==> src/design/cde_pkg.sv <==
// Shared constants and types for the circular deque engine.
package cde_pkg;

  localparam int DEPTH  = 16;
  localparam int DATA_W = 32;
  localparam int CMD_W  = 3;
  localparam int CAP_W  = 5;
  localparam int CNT_W  = $clog2(DEPTH + 1);
  localparam int OUT_CNT_W = 5;
  localparam int ADDR_W = 3;

  localparam logic [CAP_W-1:0] CAP_RESET = CAP_W'(16);

  localparam logic [CMD_W-1:0] CMD_PUSH_FRONT = 3'd0;
  localparam logic [CMD_W-1:0] CMD_PUSH_REAR  = 3'd1;
  localparam logic [CMD_W-1:0] CMD_POP_FRONT  = 3'd2;
  localparam logic [CMD_W-1:0] CMD_POP_REAR   = 3'd3;
  localparam logic [CMD_W-1:0] CMD_QUERY      = 3'd4;

  localparam logic REG_CAPACITY = 1'b0;

  typedef struct packed {
    logic              clear;
    logic              push_front;
    logic              push_rear;
    logic              pop_front;
    logic              pop_rear;
    logic [DATA_W-1:0] value;
  } slot_ctrl_t;

endpackage

==> src/design/cde_in_if.sv <==
// Command channel: valid/ready handshake with command and value.
interface cde_in_if;
  logic                                valid;
  logic                                ready;
  logic [cde_pkg::CMD_W-1:0]           command;
  logic signed [cde_pkg::DATA_W-1:0]   value;

  modport source (output valid, command, value, input ready);
  modport sink (input valid, command, value, output ready);
endinterface

==> src/design/cde_out_if.sv <==
// Result channel: valid/ready handshake with status and end values.
interface cde_out_if;
  logic                                  valid;
  logic                                  ready;
  logic                                  ok;
  logic signed [cde_pkg::DATA_W-1:0]     front_value;
  logic signed [cde_pkg::DATA_W-1:0]     rear_value;
  logic                                  is_empty;
  logic                                  is_full;
  logic [cde_pkg::OUT_CNT_W-1:0]         count;

  modport source (output valid, ok, front_value, rear_value, is_empty, is_full, count,
                  input ready);
  modport sink (input valid, ok, front_value, rear_value, is_empty, is_full, count,
                output ready);
endinterface

==> src/design/cde_cell.sv <==
// One deque slot: holds a word and a valid bit, shifts with its neighbors.
module cde_cell (
  input  logic                           clk,
  input  logic                           rst,
  input  cde_pkg::slot_ctrl_t            ctrl,
  input  logic [cde_pkg::DATA_W-1:0]     left_data,
  input  logic                           left_valid,
  input  logic [cde_pkg::DATA_W-1:0]     right_data,
  input  logic                           right_valid,
  output logic [cde_pkg::DATA_W-1:0]     data,
  output logic                           valid,
  output logic [cde_pkg::DATA_W-1:0]     rear_data
);

  logic [cde_pkg::DATA_W-1:0] data_next;
  logic                       valid_next;

  always_comb begin
    data_next  = data;
    valid_next = valid;
    priority if (ctrl.clear) begin
      valid_next = 1'b0;
    end else if (ctrl.push_front) begin
      data_next  = left_data;
      valid_next = left_valid;
    end else if (ctrl.push_rear) begin
      if (!valid && left_valid) begin
        data_next  = ctrl.value;
        valid_next = 1'b1;
      end
    end else if (ctrl.pop_front) begin
      data_next  = right_data;
      valid_next = right_valid;
    end else if (ctrl.pop_rear) begin
      if (valid && !right_valid) begin
        valid_next = 1'b0;
      end
    end else begin
      valid_next = valid;
    end
  end

  always_ff @(posedge clk) begin
    if (rst) begin
      valid <= 1'b0;
    end else begin
      valid <= valid_next;
    end
  end

  always_ff @(posedge clk) begin
    data <= data_next;
  end

  // last occupied slot drives the rear word
  assign rear_data = (valid && !right_valid) ? data : '0;

endmodule

==> src/design/circular_deque_engine_core.sv <==
// Top level of the circular deque engine: slot chain, counter, result stage, APB.
//
//  channel  | dir | handshake        | payload
//  in_ch    | in  | valid/ready      | command, value
//  out_ch   | out | valid/ready      | ok, front_value, rear_value, is_empty, is_full, count
//  apb      | in  | psel/penable     | paddr, pwdata, prdata (capacity)
//
// One command per cycle unless stalled; each command updates the whole slot chain at once.
// The result appears the cycle after the transfer; only its ok bit is held in a register.
// A stalled result blocks new commands until it is taken.
// Reset (rst, synchronous) empties the deque and sets capacity to 16.
module circular_deque_engine_core (
  input  logic                              clk,
  input  logic                              rst,
  cde_in_if.sink                            in_ch,
  cde_out_if.source                         out_ch,
  input  logic                              psel,
  input  logic                              penable,
  input  logic                              pwrite,
  input  logic [cde_pkg::ADDR_W-1:0]        paddr,
  input  logic [31:0]                       pwdata,
  output logic [31:0]                       prdata,
  output logic                              pready
);

  localparam int D = cde_pkg::DEPTH;

  logic [cde_pkg::CAP_W-1:0]  capacity;
  logic [cde_pkg::CNT_W-1:0]  eff_cap;
  logic [cde_pkg::CNT_W-1:0]  cnt;
  logic [cde_pkg::CNT_W-1:0]  cnt_next;
  logic                       out_valid;
  logic                       ok;
  logic                       ok_next;
  logic                       accept;
  logic                       cap_wr;
  logic                       has_room;
  logic                       non_empty;
  logic                       empty;
  cde_pkg::slot_ctrl_t        ctrl;

  logic [cde_pkg::DATA_W-1:0] slot_data [D];
  logic                       slot_valid [D];
  logic [cde_pkg::DATA_W-1:0] slot_rear [D];
  logic [cde_pkg::DATA_W-1:0] rear_word;

  assign pready = 1'b1;
  assign prdata = 32'(capacity);
  assign cap_wr = psel && penable && pwrite && (paddr[2] == cde_pkg::REG_CAPACITY);

  always_ff @(posedge clk) begin
    if (rst) begin
      capacity <= cde_pkg::CAP_RESET;
    end else if (cap_wr) begin
      capacity <= pwdata[cde_pkg::CAP_W-1:0];
    end
  end

  always_comb begin
    if (capacity == '0) begin
      eff_cap = cde_pkg::CNT_W'(1);
    end else if (32'(capacity) > 32'(D)) begin
      eff_cap = cde_pkg::CNT_W'(D);
    end else begin
      eff_cap = cde_pkg::CNT_W'(capacity);
    end
  end

  assign in_ch.ready = !out_valid || out_ch.ready;
  assign accept      = in_ch.valid && in_ch.ready;
  assign has_room    = cnt < eff_cap;
  assign non_empty   = cnt != '0;

  always_comb begin
    ctrl            = '0;
    ctrl.value      = in_ch.value;
    ctrl.clear      = cap_wr;
    ok_next         = 1'b0;
    cnt_next        = cnt;
    unique case (in_ch.command)
      cde_pkg::CMD_PUSH_FRONT: begin
        ok_next         = has_room;
        ctrl.push_front = accept && has_room;
      end
      cde_pkg::CMD_PUSH_REAR: begin
        ok_next        = has_room;
        ctrl.push_rear = accept && has_room;
      end
      cde_pkg::CMD_POP_FRONT: begin
        ok_next        = non_empty;
        ctrl.pop_front = accept && non_empty;
      end
      cde_pkg::CMD_POP_REAR: begin
        ok_next       = non_empty;
        ctrl.pop_rear = accept && non_empty;
      end
      cde_pkg::CMD_QUERY: begin
        ok_next = 1'b1;
      end
      default: begin
        ok_next = 1'b0;
      end
    endcase
    if (ctrl.push_front || ctrl.push_rear) begin
      cnt_next = cnt + 1'b1;
    end else if (ctrl.pop_front || ctrl.pop_rear) begin
      cnt_next = cnt - 1'b1;
    end
  end

  always_ff @(posedge clk) begin
    if (rst) begin
      cnt       <= '0;
      out_valid <= 1'b0;
    end else begin
      if (cap_wr) begin
        cnt <= '0;
      end else begin
        cnt <= cnt_next;
      end
      if (accept) begin
        out_valid <= 1'b1;
      end else if (out_ch.ready) begin
        out_valid <= 1'b0;
      end
    end
  end

  always_ff @(posedge clk) begin
    if (accept) begin
      ok <= ok_next;
    end
  end

  for (genvar i = 0; i < D; i++) begin : g_slot
    logic [cde_pkg::DATA_W-1:0] l_data;
    logic                       l_valid;
    logic [cde_pkg::DATA_W-1:0] r_data;
    logic                       r_valid;

    if (i == 0) begin : g_head
      assign l_data  = in_ch.value;
      assign l_valid = 1'b1;
    end else begin : g_mid
      assign l_data  = slot_data[i-1];
      assign l_valid = slot_valid[i-1];
    end

    if (i == D - 1) begin : g_end
      assign r_data  = '0;
      assign r_valid = 1'b0;
    end else begin : g_inner
      assign r_data  = slot_data[i+1];
      assign r_valid = slot_valid[i+1];
    end

    cde_cell u_slot (
      .clk         (clk),
      .rst         (rst),
      .ctrl        (ctrl),
      .left_data   (l_data),
      .left_valid  (l_valid),
      .right_data  (r_data),
      .right_valid (r_valid),
      .data        (slot_data[i]),
      .valid       (slot_valid[i]),
      .rear_data   (slot_rear[i])
    );
  end

  always_comb begin
    rear_word = '0;
    for (int i = 0; i < D; i++) begin
      rear_word = rear_word | slot_rear[i];
    end
  end

  assign empty              = !non_empty;
  assign out_ch.valid       = out_valid;
  assign out_ch.ok          = ok;
  assign out_ch.is_empty    = empty;
  assign out_ch.is_full     = cnt == eff_cap;
  assign out_ch.count       = cde_pkg::OUT_CNT_W'(cnt);
  assign out_ch.front_value = empty ? '1 : slot_data[0];
  assign out_ch.rear_value  = empty ? '1 : rear_word;

endmodule

==> src/flat_wrapper.sv <==
// flat-port wrapper written by rule: the top's interface ports become plain ports
module circular_deque_engine_core_flat 
  (clk, rst, psel, penable, pwrite, paddr, pwdata, prdata, pready, in_ch_valid, in_ch_command, in_ch_value, in_ch_ready, out_ch_valid, out_ch_ok, out_ch_front_value, out_ch_rear_value, out_ch_is_empty, out_ch_is_full, out_ch_count, out_ch_ready);
  cde_in_if in_ch_i ();
  cde_out_if out_ch_i ();
  input  logic clk;
  input  logic rst;
  input  logic psel;
  input  logic penable;
  input  logic pwrite;
  input  logic [cde_pkg::ADDR_W-1:0] paddr;
  input  logic [31:0] pwdata;
  output logic [31:0] prdata;
  output logic pready;
  input wire logic [$bits(in_ch_i.valid)-1:0] in_ch_valid;
  input wire logic [$bits(in_ch_i.command)-1:0] in_ch_command;
  input wire logic [$bits(in_ch_i.value)-1:0] in_ch_value;
  output wire logic [$bits(in_ch_i.ready)-1:0] in_ch_ready;
  output wire logic [$bits(out_ch_i.valid)-1:0] out_ch_valid;
  output wire logic [$bits(out_ch_i.ok)-1:0] out_ch_ok;
  output wire logic [$bits(out_ch_i.front_value)-1:0] out_ch_front_value;
  output wire logic [$bits(out_ch_i.rear_value)-1:0] out_ch_rear_value;
  output wire logic [$bits(out_ch_i.is_empty)-1:0] out_ch_is_empty;
  output wire logic [$bits(out_ch_i.is_full)-1:0] out_ch_is_full;
  output wire logic [$bits(out_ch_i.count)-1:0] out_ch_count;
  input wire logic [$bits(out_ch_i.ready)-1:0] out_ch_ready;
  assign in_ch_i.valid = in_ch_valid;
  assign in_ch_i.command = in_ch_command;
  assign in_ch_i.value = in_ch_value;
  assign in_ch_ready = in_ch_i.ready;
  assign out_ch_valid = out_ch_i.valid;
  assign out_ch_ok = out_ch_i.ok;
  assign out_ch_front_value = out_ch_i.front_value;
  assign out_ch_rear_value = out_ch_i.rear_value;
  assign out_ch_is_empty = out_ch_i.is_empty;
  assign out_ch_is_full = out_ch_i.is_full;
  assign out_ch_count = out_ch_i.count;
  assign out_ch_i.ready = out_ch_ready;
  circular_deque_engine_core u_core (.clk(clk), .rst(rst), .in_ch(in_ch_i), .out_ch(out_ch_i), .psel(psel), .penable(penable), .pwrite(pwrite), .paddr(paddr), .pwdata(pwdata), .prdata(prdata), .pready(pready));
endmodule
==> config.mk <==
export PLATFORM = sky130hd
export DESIGN_NAME = circular_deque_engine_core_flat
export DESIGN_NICKNAME = d
export VERILOG_FILES = /design/src/design/cde_pkg.sv /design/src/design/cde_in_if.sv /design/src/design/cde_out_if.sv /design/src/design/cde_cell.sv /design/src/design/circular_deque_engine_core.sv /design/src/flat_wrapper.sv
export SDC_FILE = /design/constraint.sdc
export NUM_CORES = 1
export LEC_CHECK = 0
export BUFFER_PORTS_ARGS = -buffer_cell sky130_fd_sc_hd__buf_2
export CAP_MARGIN = 10
export CORE_ASPECT_RATIO = 1.75
export CORE_MARGIN = 1
export CORE_UTILIZATION = 47
export DETAILED_ROUTE_END_ITERATION = 7
export SKIP_LAST_GASP = 1
export SLEW_MARGIN = 30
export SYNTH_ARGS = -nofsm -noshare
export SYNTH_HDL_FRONTEND = slang
export SYNTH_SLANG_ARGS = --single-unit
==> constraint.sdc <==
create_clock -name clk -period 9.2 [get_ports clk]
set_input_delay 1.38 -clock clk [delete_from_list [all_inputs] [get_ports clk]]
set_output_delay 1.38 -clock clk [all_outputs]
set_load 0.01 [all_outputs]
## Yosys cells after proc, flatten, opt, wreduce, memory -nomap -nowiden

Cells that the tools add are included.

| word-level totals | value |
|---|---|
| register bits after elaboration | 540 |
| logic and storage cells | 363 |
| output and inout port bits | 107 |

| cells by class | value |
|---|---|
| equal/unequal tests | 21 |
| muxes and demuxes | 187 |
| add/subtract/negate cells | 2 |
| reductions and logical operators | 98 |
| bitwise gates (word level) | 17 |
| $lt $le $gt $ge | 2 |

Operators by type and width:

| kind | number |
|---|---|
| $mux W32 | 82 |
| $or A32 B32 Y32 | 15 |
| $mux W1 | 100 |
| $reduce_and A3 Y1 | 30 |
| $reduce_bool A4 Y1 | 16 |
| $ne A3 B2 Y1 const B | 16 |
| $logic_and A1 B1 Y1 | 21 |
| $mux W5 | 4 |
| $logic_not A1 Y1 | 17 |
| $eq A3 B2 Y1 const B | 2 |
| $reduce_or A2 Y1 | 3 |
| $add A5 B1 Y5 const B | 1 |
| $eq A5 B5 Y1 | 1 |
| $gt A5 B5 Y1 const B | 1 |
| $logic_not A5 Y1 | 1 |
| $lt A5 B5 Y1 | 1 |
| $reduce_bool A5 Y1 | 1 |
| $sub A5 B1 Y5 const B | 1 |
| $reduce_and A2 Y1 | 2 |
| $reduce_bool A2 Y1 | 2 |
| $eq A3 B1 Y1 const B | 1 |
| $eq A3 B3 Y1 const B | 1 |
| $logic_not A3 Y1 | 1 |
| $logic_or A1 B1 Y1 | 3 |
| other kinds (3) | 4 |

## Longest topological paths before layout

Gate-level depths: netlist (run 1).

| logic depth | value |
|---|---|
| depth in word-level cells | 19 |
| gate-level depth with buffers | 14 |
| gate-level depth less buffers | 13 |

## Cells and area by module

A second synthesis (run 1) with hierarchy kept.

| second synthesis, totals | value |
|---|---|
| cell total of the unflattened synthesis | 3401 |
| area, all modules | 33716.1 um^2 |

Modules (own cells, without submodules):

| module | instances | cells an instance | area an instance (um^2) |
|---|---|---|---|
| cde_cell | 16 | 190 | 1951.9 |
| circular_deque_engine_core | 1 | 361 | 2486.1 |

## Worst setup path after synthesis (run 1)

Ideal clock, no wire load.

| timing | value |
|---|---|
| path type | input to register |
| from | input out_ch_ready |
| to | register u_core.g_slot[0].u_slot.data[0] (netlist bit), enable pin |
| path buffers | 1 |
| stages on the path | 6 |
| arrival time | 4.145 ns |
| data required time | 8.768 ns |
| path slack | 4.623 ns |
| cells stage by stage | nand2b_2 -> nand2_2 -> nor4_4 -> buf_2 -> o21ai_2 -> a21oi_1 |

| on the way | value |
|---|---|
| longest elaborated chain between the ends | 6 |
| elaborated cells on any way between the ends | 10 |
| classes of those cells | eq/ne (1); mux (3); reduce/logical (6) |

Ends and longest elaborated chain:

| element | RTL line | text |
|---|---|---|
| start, declared | flat_wrapper.sv:26 | `input wire logic [$bits(out_ch_i.ready)-1:0] out_ch_ready;` |
| $logic_or A1 B1 Y1 (*) | circular_deque_engine_core.sv:69 | `assign in_ch.ready = !out_valid \|\| out_ch.ready;` |
| $logic_and A1 B1 Y1 (*) | circular_deque_engine_core.sv:70 | `assign accept = in_ch.valid && in_ch.ready;` |
| $logic_and A1 B1 Y1, on equally long branches | circular_deque_engine_core.sv:83, circular_deque_engine_core.sv:87, circular_deque_engine_core.sv:91 |  |
| $mux W1 | circular_deque_engine_core.sv:80 | `unique case (in_ch.command)` |
| $ne A3 B2 Y1 (no source line) / $reduce_bool A3 Y1 (equally long branches) | - |  |
| $reduce_and A3 Y1 (no source line) (*) | - |  |
| end signal, assigned | cde_cell.sv:52 | `data <= data_next;` |
| end, declared | cde_cell.sv:10 | `output logic [cde_pkg::DATA_W-1:0] data,` |

Every way passes the cells marked *; elsewhere a longest branch is shown, timed or not.
A chain may end at the register's enable or synchronous reset.

## Worst setup path after layout (run 1)

| timing | value |
|---|---|
| from | register u_core.cnt (netlist bit u_core.out_ch.count[1]) |
| to | output out_ch_rear_value[22] |

| on the way | value |
|---|---|
| longest elaborated chain between the ends | 2 |

Ends and longest elaborated chain:

| element | RTL line | text |
|---|---|---|
| start, declared | circular_deque_engine_core.sv:30 | `logic [cde_pkg::CNT_W-1:0] cnt;` |
| start signal, assigned | circular_deque_engine_core.sv:119 | `cnt <= cnt_next;` |
| $reduce_bool A5 Y1 | circular_deque_engine_core.sv:72 | `assign non_empty = cnt != '0;` |
| $mux W32 | circular_deque_engine_core.sv:185 | `assign out_ch.rear_value = empty ? '1 : rear_word;` |
| end, declared | flat_wrapper.sv:22 | `output wire logic [$bits(out_ch_i.rear_value)-1:0] out_ch_rear_value;` |

No other way between the ends.

==> results of run 1 <==
[layer usage]
| metal | track usage | vias up | routed length (µm) |
|---|---|---|---|
| met5 | 0 | - | 0 |
| met4 | 0.138 | 0 | 4410 |
| met3 | 0.0457 | 256 | 9100 |
| met2 | 0.517 | 1376 | 47400 |
| met1 | 0.408 | 12022 | 37800 |
| li1 | - | 10765 | - |
[metrics by stage]
step	hold slack, ns	power, mW	instances	util	instance area [µm²]
3_5_place_dp	0.519	3.81	3606	0.489	29400
5_1_grt	0.555	6.07	3699	0.516	31100
6_report	0.528	5.90	3699	0.516	31100
4_1_cts	0.529	5.90	3698	0.516	31000
2_1_floorplan	0.478	3.49	2988	-	28700
3_3_place_gp	0.517	3.79	3605	0.489	29400
[layout make-up]
cell class	instances	share of cell area
Tap cell	786	0.0317
Clock inverter	34	0.00778
Clock buffer	58	0.0433
Multi-Input combinational cell	2094	0.367
Timing Repair Buffer	175	0.0345
Inverter	12	0.00210
Sequential cell	540	0.514
[worst max path at each step]
stage / startpoint / end / slack [ns] / cells past startpoint
floorplan: out_ch_ready / u_core.g_slot[0].u_slot.data[0] / 4.62 / 6
global placement: out_ch_ready / u_core.g_slot[4].u_slot.data[8] / 4.08 / 8
detailed placement: out_ch_ready / u_core.g_slot[4].u_slot.data[8] / 4.10 / 8
CTS: u_core.out_ch.count[1] / out_ch_rear_value[22] / 4.22 / 8
global route: u_core.out_ch.count[1] / out_ch_rear_value[22] / 4.12 / 8
finish: u_core.out_ch.count[1] / out_ch_rear_value[22] / 4.18 / 8
[where the power goes]
group | switching (mW) | internal, mW
clock network | 1.00 | 1.13
logic | 0.594 | 0.265
registers | 0.0865 | 2.82
[critical path, stage by stage, from the launching register on]
cell,delay (ns)
dfxtp_1,0.47
or3_1,0.17
or3_2,0.10
buf_4,0.61
clkinv_8,0.48
a221o_1,0.41
a221oi_1,0.27
nand3_1,0.23
buf_2,0.20
[cell usage after synthesis (28+ instances only)]
master	number
a21oi_1	500
a221oi_1	123
a22o_1	83
a22oi_1	50
and2_1	32
buf_2	66
buf_4	28
clkbuf_1	235
edfxtp_1	513
nand2_1	552
nand2b_1	35
nand3_1	33
nor2_1	66
o21ai_1	454
[state kept, by name, summed over array words and instances, names as in the netlist]
register / count
u_core.g_slot.u_slot.valid: 16
u_core.capacity: 5
u_core.out_ch.count: 5
u_core.out_ch.ok: 1
u_core.g_slot.u_slot.data: 512
u_core.out_ch.valid: 1
[cell families (layout without fill, tap and decap cells)]
logic type                 count (synthesis)  after routing  share of synthesized area
AOI/OAI and AO/OA                       1258           1258                      0.262
and+or+nand+nor                          794            794                      0.119
buffers and inverters                    354            279                     0.0556
adders and majority gates                  6              6                    0.00263
muxes                                      4              4                    0.00140
xor gates and xnor gates                   4              4                    0.00123
DFF                                      540            540                      0.558
other                                      2             28                   0.000263
==> summary.md, run 1 <==
| Metric | Value |
|---|---|
| Outcome | `finished, final reports clean` |
| # rows | `119` |
| Clock sinks | `540` |
| Pre-CTS WS | `around 4.1 ns` |
| CTS tree | `yes` |
| Post-synthesis sequential area ratio | `0.558` |
| RSZ-0062 raised after global routing | `false` |
| Total track usage | `0.313` |
| CORE AREA | `0.0602 mm²` |
| Power density over the cells | `190 mW/mm²` |
| Vias | `24.4k` |
| H-tree depth | `2` |
| Worst-Margin Slew | `1.10 ns` |
| Fraction of registers with async set or reset after synthesis | `0` |
| HPWL Detailed | `54100 µm` |
| Grt ovf | `0` |
| CTS Root Cell | `clkbuf_16` |
| Final Max Tran Viols | `0` |
| Starting Density | `0.475` |
| EDFF count, synth | `513` |
| Vias in the first global route | `between 20k and 25k` |
| Clock tree buffer depth | `3` |
| CP Capture Type | `primary output` |
| Register area | `0.0159 mm²` |
| Mapped Avg Cell Area | `9.65 µm²` |
| WL final | `98700 µm` |
| Antenna viol nets, final | `0` |
| Die area | `0.0618 mm²` |
| Drt pass-1 iters | `6` |
| Final setup viols | `0` |
| Largest net degree at the start of global routing | `228` |
| Area grow syn2layout | `8.63%` |
| Max Cap Viol | `0` |
| Io pins | `184` |
| # DRC | `0` |
| Hold Buf Count CTS | `0` |
| Cell count after synthesis | `approximately 3.0k` |
| Top post-synthesis cells by area | `edfxtp_1 54%, a21oi_1 8.8%, o21ai_1 7.9%` |
| Post-Syn Area | `0.0286 mm²` |
| WS Path Type | `flop to primary output` |
| Tmin final | `around 5.0 ns` |
| Reg2reg path depth | `11` |
| Final net count | `2958` |
| R2R setup slack | `4.97 ns` |
| Startpoint Class | `flop` |
| Post-synth cell types | `50` |
| First DRT Iteration DRCs | `3304` |
| Worst VDD drop | `about 160 µV` |
| Gpl congestion | `0.836` |
| Leakage power | `approximately 11 nW` |
| Clock slew at reported path FFs | `about 0.070 ns` |
| Setup bufs post-CTS | `0` |
| Yosys warns | `0` |
| HP Class | `flop to flop` |
| Final Skew | `0.0307 ns` |
| Via-to-Cell Ratio | `6.60` |
| Prevailing post-synth register cell | `edfxtp_1` |
| Seq cells post-synth | `540` |
| # port buffers | `126` |
| Hold path depth | `2` |
| Critical path fanouts, max | `37` |
| Final worst-path cycle share | `0.546` |
| CP arrival | `3.64 ns` |
| Die height | `328 µm` |
| Hold Vio Cnt, Final | `0` |
| Most frequent cells in the layout | `552 x nand2_1, 513 x edfxtp_1, 499 x a21oi_1` |
| First-pass GRT wire length | `145000 µm` |
| Layout cell share with drive strength beyond 1 | `0.107` |
| # diodes | `0` |
| Wirelength per Cell | `26.7 µm` |
| Worst Path Required | `7.82 ns` |
| Top-area cell type share of the netlist area | `0.539` |
| Total CTS buffers | `52` |
| Setup TNS | `0 ns` |
| Hold endpoint | `u_core.out_ch.valid` |
| Worst flop-to-flop path endpoint | `u_core.g_slot[4].u_slot.data[9]` |
| Clk_lat worst skew | `0.63 ns` |
| Worst r2r src | `u_core.capacity[2]` |
| Yosys top cell by area | `edfxtp_1` |
| Initial antenna violation count | `0` |
| Hold Startpoint | `u_core.out_ch.valid` |
| Die width | `188 µm` |
| Final setup margin | `~4.2 ns` |
| Most common cell after layout, fill and taps aside | `nand2_1` |
| Multi-input logic area | `approximately 0.011 mm²` |
| Fmax | `199 MHz` |
| Relative slew margins | `0.269` |
| Post-CTS sizing | `0` |
| # fillers | `5603` |
No activity file was read; power rests on OpenSTA's default activity.
==> run 2, diff against run 1 <==
==> constraint.sdc (replaced) <==
create_clock -name clk -period 5.2 [get_ports clk]
set_input_delay 0.78 -clock clk [delete_from_list [all_inputs] [get_ports clk]]
set_output_delay 0.78 -clock clk [all_outputs]
set_load 0.01 [all_outputs]
==> summary.md, run 2 (synthesis gave the netlist of run 1 again) <==
| Metric | Value |
|---|---|
| CORE AREA | `0.0602 mm² (unchanged)` |
| Hold Startpoint | `pwdata[0] (was u_core.out_ch.valid)` |
| WS Path Type | `flop to primary output (unchanged)` |
| HP Class | `input port to flop (was flop to flop)` |
| CP Capture Type | `primary output (unchanged)` |
| Clock sinks | `540 (unchanged)` |
| Worst-Margin Slew | `1.03 ns (was 1.10 ns)` |
| Vias in the first global route | `22.7k (about the same)` |
| Int Pwr | `7.75 mW (was 4.22 mW)` |
| Relative slew margins | `0.309 (was 0.269)` |
| Area grow syn2layout | `10.3% (was 8.63%)` |
| Max Cap Viol | `0 (unchanged)` |
| Fmax | `250 MHz` |
| # diodes | `0 (unchanged)` |
| Gpl congestion | `0.849 (was 0.836)` |
| Setup TNS | `0 ns (unchanged)` |
| Starting Density | `0.475 (unchanged)` |
| CP max stage cell | `dfxtp_1 (was buf_4)` |
| Largest net degree at the start of global routing | `197 (was 228)` |
| Layout Utilization | `0.524 (was 0.516)` |
| Total track usage | `0.311 (was 0.313)` |
| Most common cell after layout, fill and taps aside | `nand2_1 (unchanged)` |
| Crit-path max cell delay | `0.49 ns (was 0.61 ns)` |
| Worst VDD drop | `268 µV (was 155 µV)` |
| Outcome | `finished, final reports clean (unchanged)` |
| Logic pwr share | `0.145 (was 0.146)` |
| Io pins | `184 (unchanged)` |
| Grt ovf | `0 (unchanged)` |
| CP arrival | `3.21 ns (was 3.64 ns)` |
| Clock slew at reported path FFs | `0.07 ns (about the same)` |
| Startpoint Class | `flop (unchanged)` |
| Via-to-Cell Ratio | `6.59 (was 6.60)` |
| Most frequent cells in the layout | `552 x nand2_1, 513 x edfxtp_1, 499 x a21oi_1 (unchanged)` |
| Tmin final | `3.99 ns` |
| Post-CTS sizing | `0 (unchanged)` |
| # DRC | `0 (unchanged)` |
| Final Max Tran Viols | `0 (unchanged)` |
| Hold Buf Count CTS | `0 (unchanged)` |
| Clock power share | `0.375 (was 0.361)` |
| Final worst-path cycle share | `0.768` |
| Final Skew | `0.0268 ns (was 0.0307 ns)` |
| Vias | `24.5k (was 24.4k)` |
| Clock tree buffer depth | `3 (unchanged)` |
| Drt pass-1 iters | `6 (unchanged)` |
| First DRT Iteration DRCs | `3162 (was 3304)` |
| Antenna viol nets, final | `0 (unchanged)` |
| H-tree depth | `2 (unchanged)` |
| Max reg flops | `512 (unchanged)` |
| Bufs and invs on worst path | `2 (was 3)` |
| Top flop regs | `u_core.g_slot.u_slot.data: 512 flops, u_core.g_slot.u_slot.valid: 16 flops (unchanged)` |
| Final setup viols | `0 (unchanged)` |
| CTS tree | `yes (unchanged)` |
| CP startpoint | `u_core.out_ch.count[1] (unchanged)` |
| Die height | `328 µm (unchanged)` |
| # rows | `119 (unchanged)` |
| Leakage power | `11.1 nW (was 11.0 nW)` |
| Largest register by flop count | `u_core.g_slot.u_slot.data (unchanged)` |
| Final net count | `2972 (was 2958)` |
| Initial antenna violation count | `0 (unchanged)` |
| # port buffers | `126 (unchanged)` |
| Die area | `0.0618 mm² (unchanged)` |
| Power density over the cells | `340 mW/mm² (was 190 mW/mm²)` |
| Critical path fanouts, max | `37 (unchanged)` |
| Die width | `188 µm (unchanged)` |
| CP cell instances | `or3_1 > or3_2 > clkinv_8 > a221o_1 > a221oi_1 > nand3_1 > buf_2 (was or3_1 > or3_2 > buf_4 > clkinv_8 > a221o_1 > a221oi_1 > nand3_1 > buf_2)` |
| RSZ-0062 raised after global routing | `false (unchanged)` |
| CTS Root Cell | `clkbuf_16 (unchanged)` |
| R2R setup slack | `1.38 ns (was 4.97 ns)` |
| Total CTS buffers | `51 (was 52)` |
| Sw Share | `0.276 (was 0.285)` |
| Wirelength per Cell | `26.4 µm (was 26.7 µm)` |
| HPWL Detailed | `55200 µm (was 54100 µm)` |
| Hold Vio Cnt, Final | `0 (unchanged)` |
| Clk_lat worst skew | `0.63 ns (about the same)` |
| Setup bufs post-CTS | `0 (unchanged)` |
| Worst r2r src | `u_core.capacity[2] (unchanged)` |
| First-pass GRT wire length | `144000 µm (was 145000 µm)` |
| Multi-input logic area | `0.0114 mm² (unchanged)` |
| Psw | `2.96 mW (was 1.68 mW)` |
| Sequential share of power | `0.480 (was 0.493)` |
| Layout cell share with drive strength beyond 1 | `0.111 (was 0.107)` |
| Family with the most delay on the worst path | `simple AND/OR/NAND/NOR gates (was buffers and inverters)` |
| # fillers | `5476 (was 5603)` |
| Register area | `0.0159 mm² (unchanged)` |
| WL final | `98100 µm (was 98700 µm)` |
| Worst Path Required | `4.42 ns (was 7.82 ns)` |
==> run 2: worst register-to-register path, cell delays in order (launching register included) <==
cell and delay (ns):
dfxtp_1 0.39, nor3_1 0.07, nor2_1 0.10, nor2_1 0.06, ha_1 0.17, nand2b_1 0.15, a211oi_2 0.38, or4_4 0.68
buf_4 0.65, buf_12 0.59, o21ai_1 0.32
==> run 2: area by class of cell <==
cell class                      instances  share of cell area
Clock buffer                           67              0.0437
Clock inverter                         26              0.0106
Inverter                               12             0.00206
Multi-Input combinational cell       2094               0.362
Sequential cell                       540               0.506
Tap cell                              786              0.0312
Timing Repair Buffer                  190              0.0450
==> run 2: path summary, 6_finish.rpt <==
| check | to | cells after the start |
|---|---|---|
| worst max-delay path | out_ch_rear_value[22] | 7 |
| worst min-delay path | u_core.capacity[0] | 3 |
| worst max register to register | u_core.g_slot[9].u_slot.data[19] | 10 |
| worst min register to register | u_core.out_ch.valid | 2 |
==> run 2: layer usage <==
metal,up-vias,global-route usage,share of wire
li1,10795,-,-
met1,11875,0.416,0.39
met2,1534,0.492,0.47
met3,292,0.0531,0.10
met4,0,0.143,0.047
met5,-,0,0
==> run 2: metrics by stage <==
| step | hold WS (ns) | power, mW | area, µm² | instances | setup slack (ns) |
|---|---|---|---|---|---|
| 2_1_floorplan | 0.478 | 6.17 | 28700 | 2988 | 1.20 |
| 3_3_place_gp | 0.517 | 6.73 | 29800 | 3620 | 1.40 |
| 3_5_place_dp | 0.523 | 6.76 | 29800 | 3622 | 1.39 |
| 4_1_cts | 0.376 | 10.7 | 31500 | 3715 | 1.15 |
| 5_1_grt | 0.404 | 11.0 | 31500 | 3715 | 1.08 |
| 6_report | 0.404 | 10.7 | 31500 | 3715 | 1.21 |
==> run 2: power groups by stage <==
stage | clock network, mW | registers, mW | logic, mW
CTS | 4.06 | 5.14 | 1.54
global placement | 0 | 5.23 | 1.51
finish | 4.01 | 5.14 | 1.55
floorplan | 0 | 5.18 | 0.989
detailed placement | 0 | 5.23 | 1.54
global route | 4.19 | 5.16 | 1.68
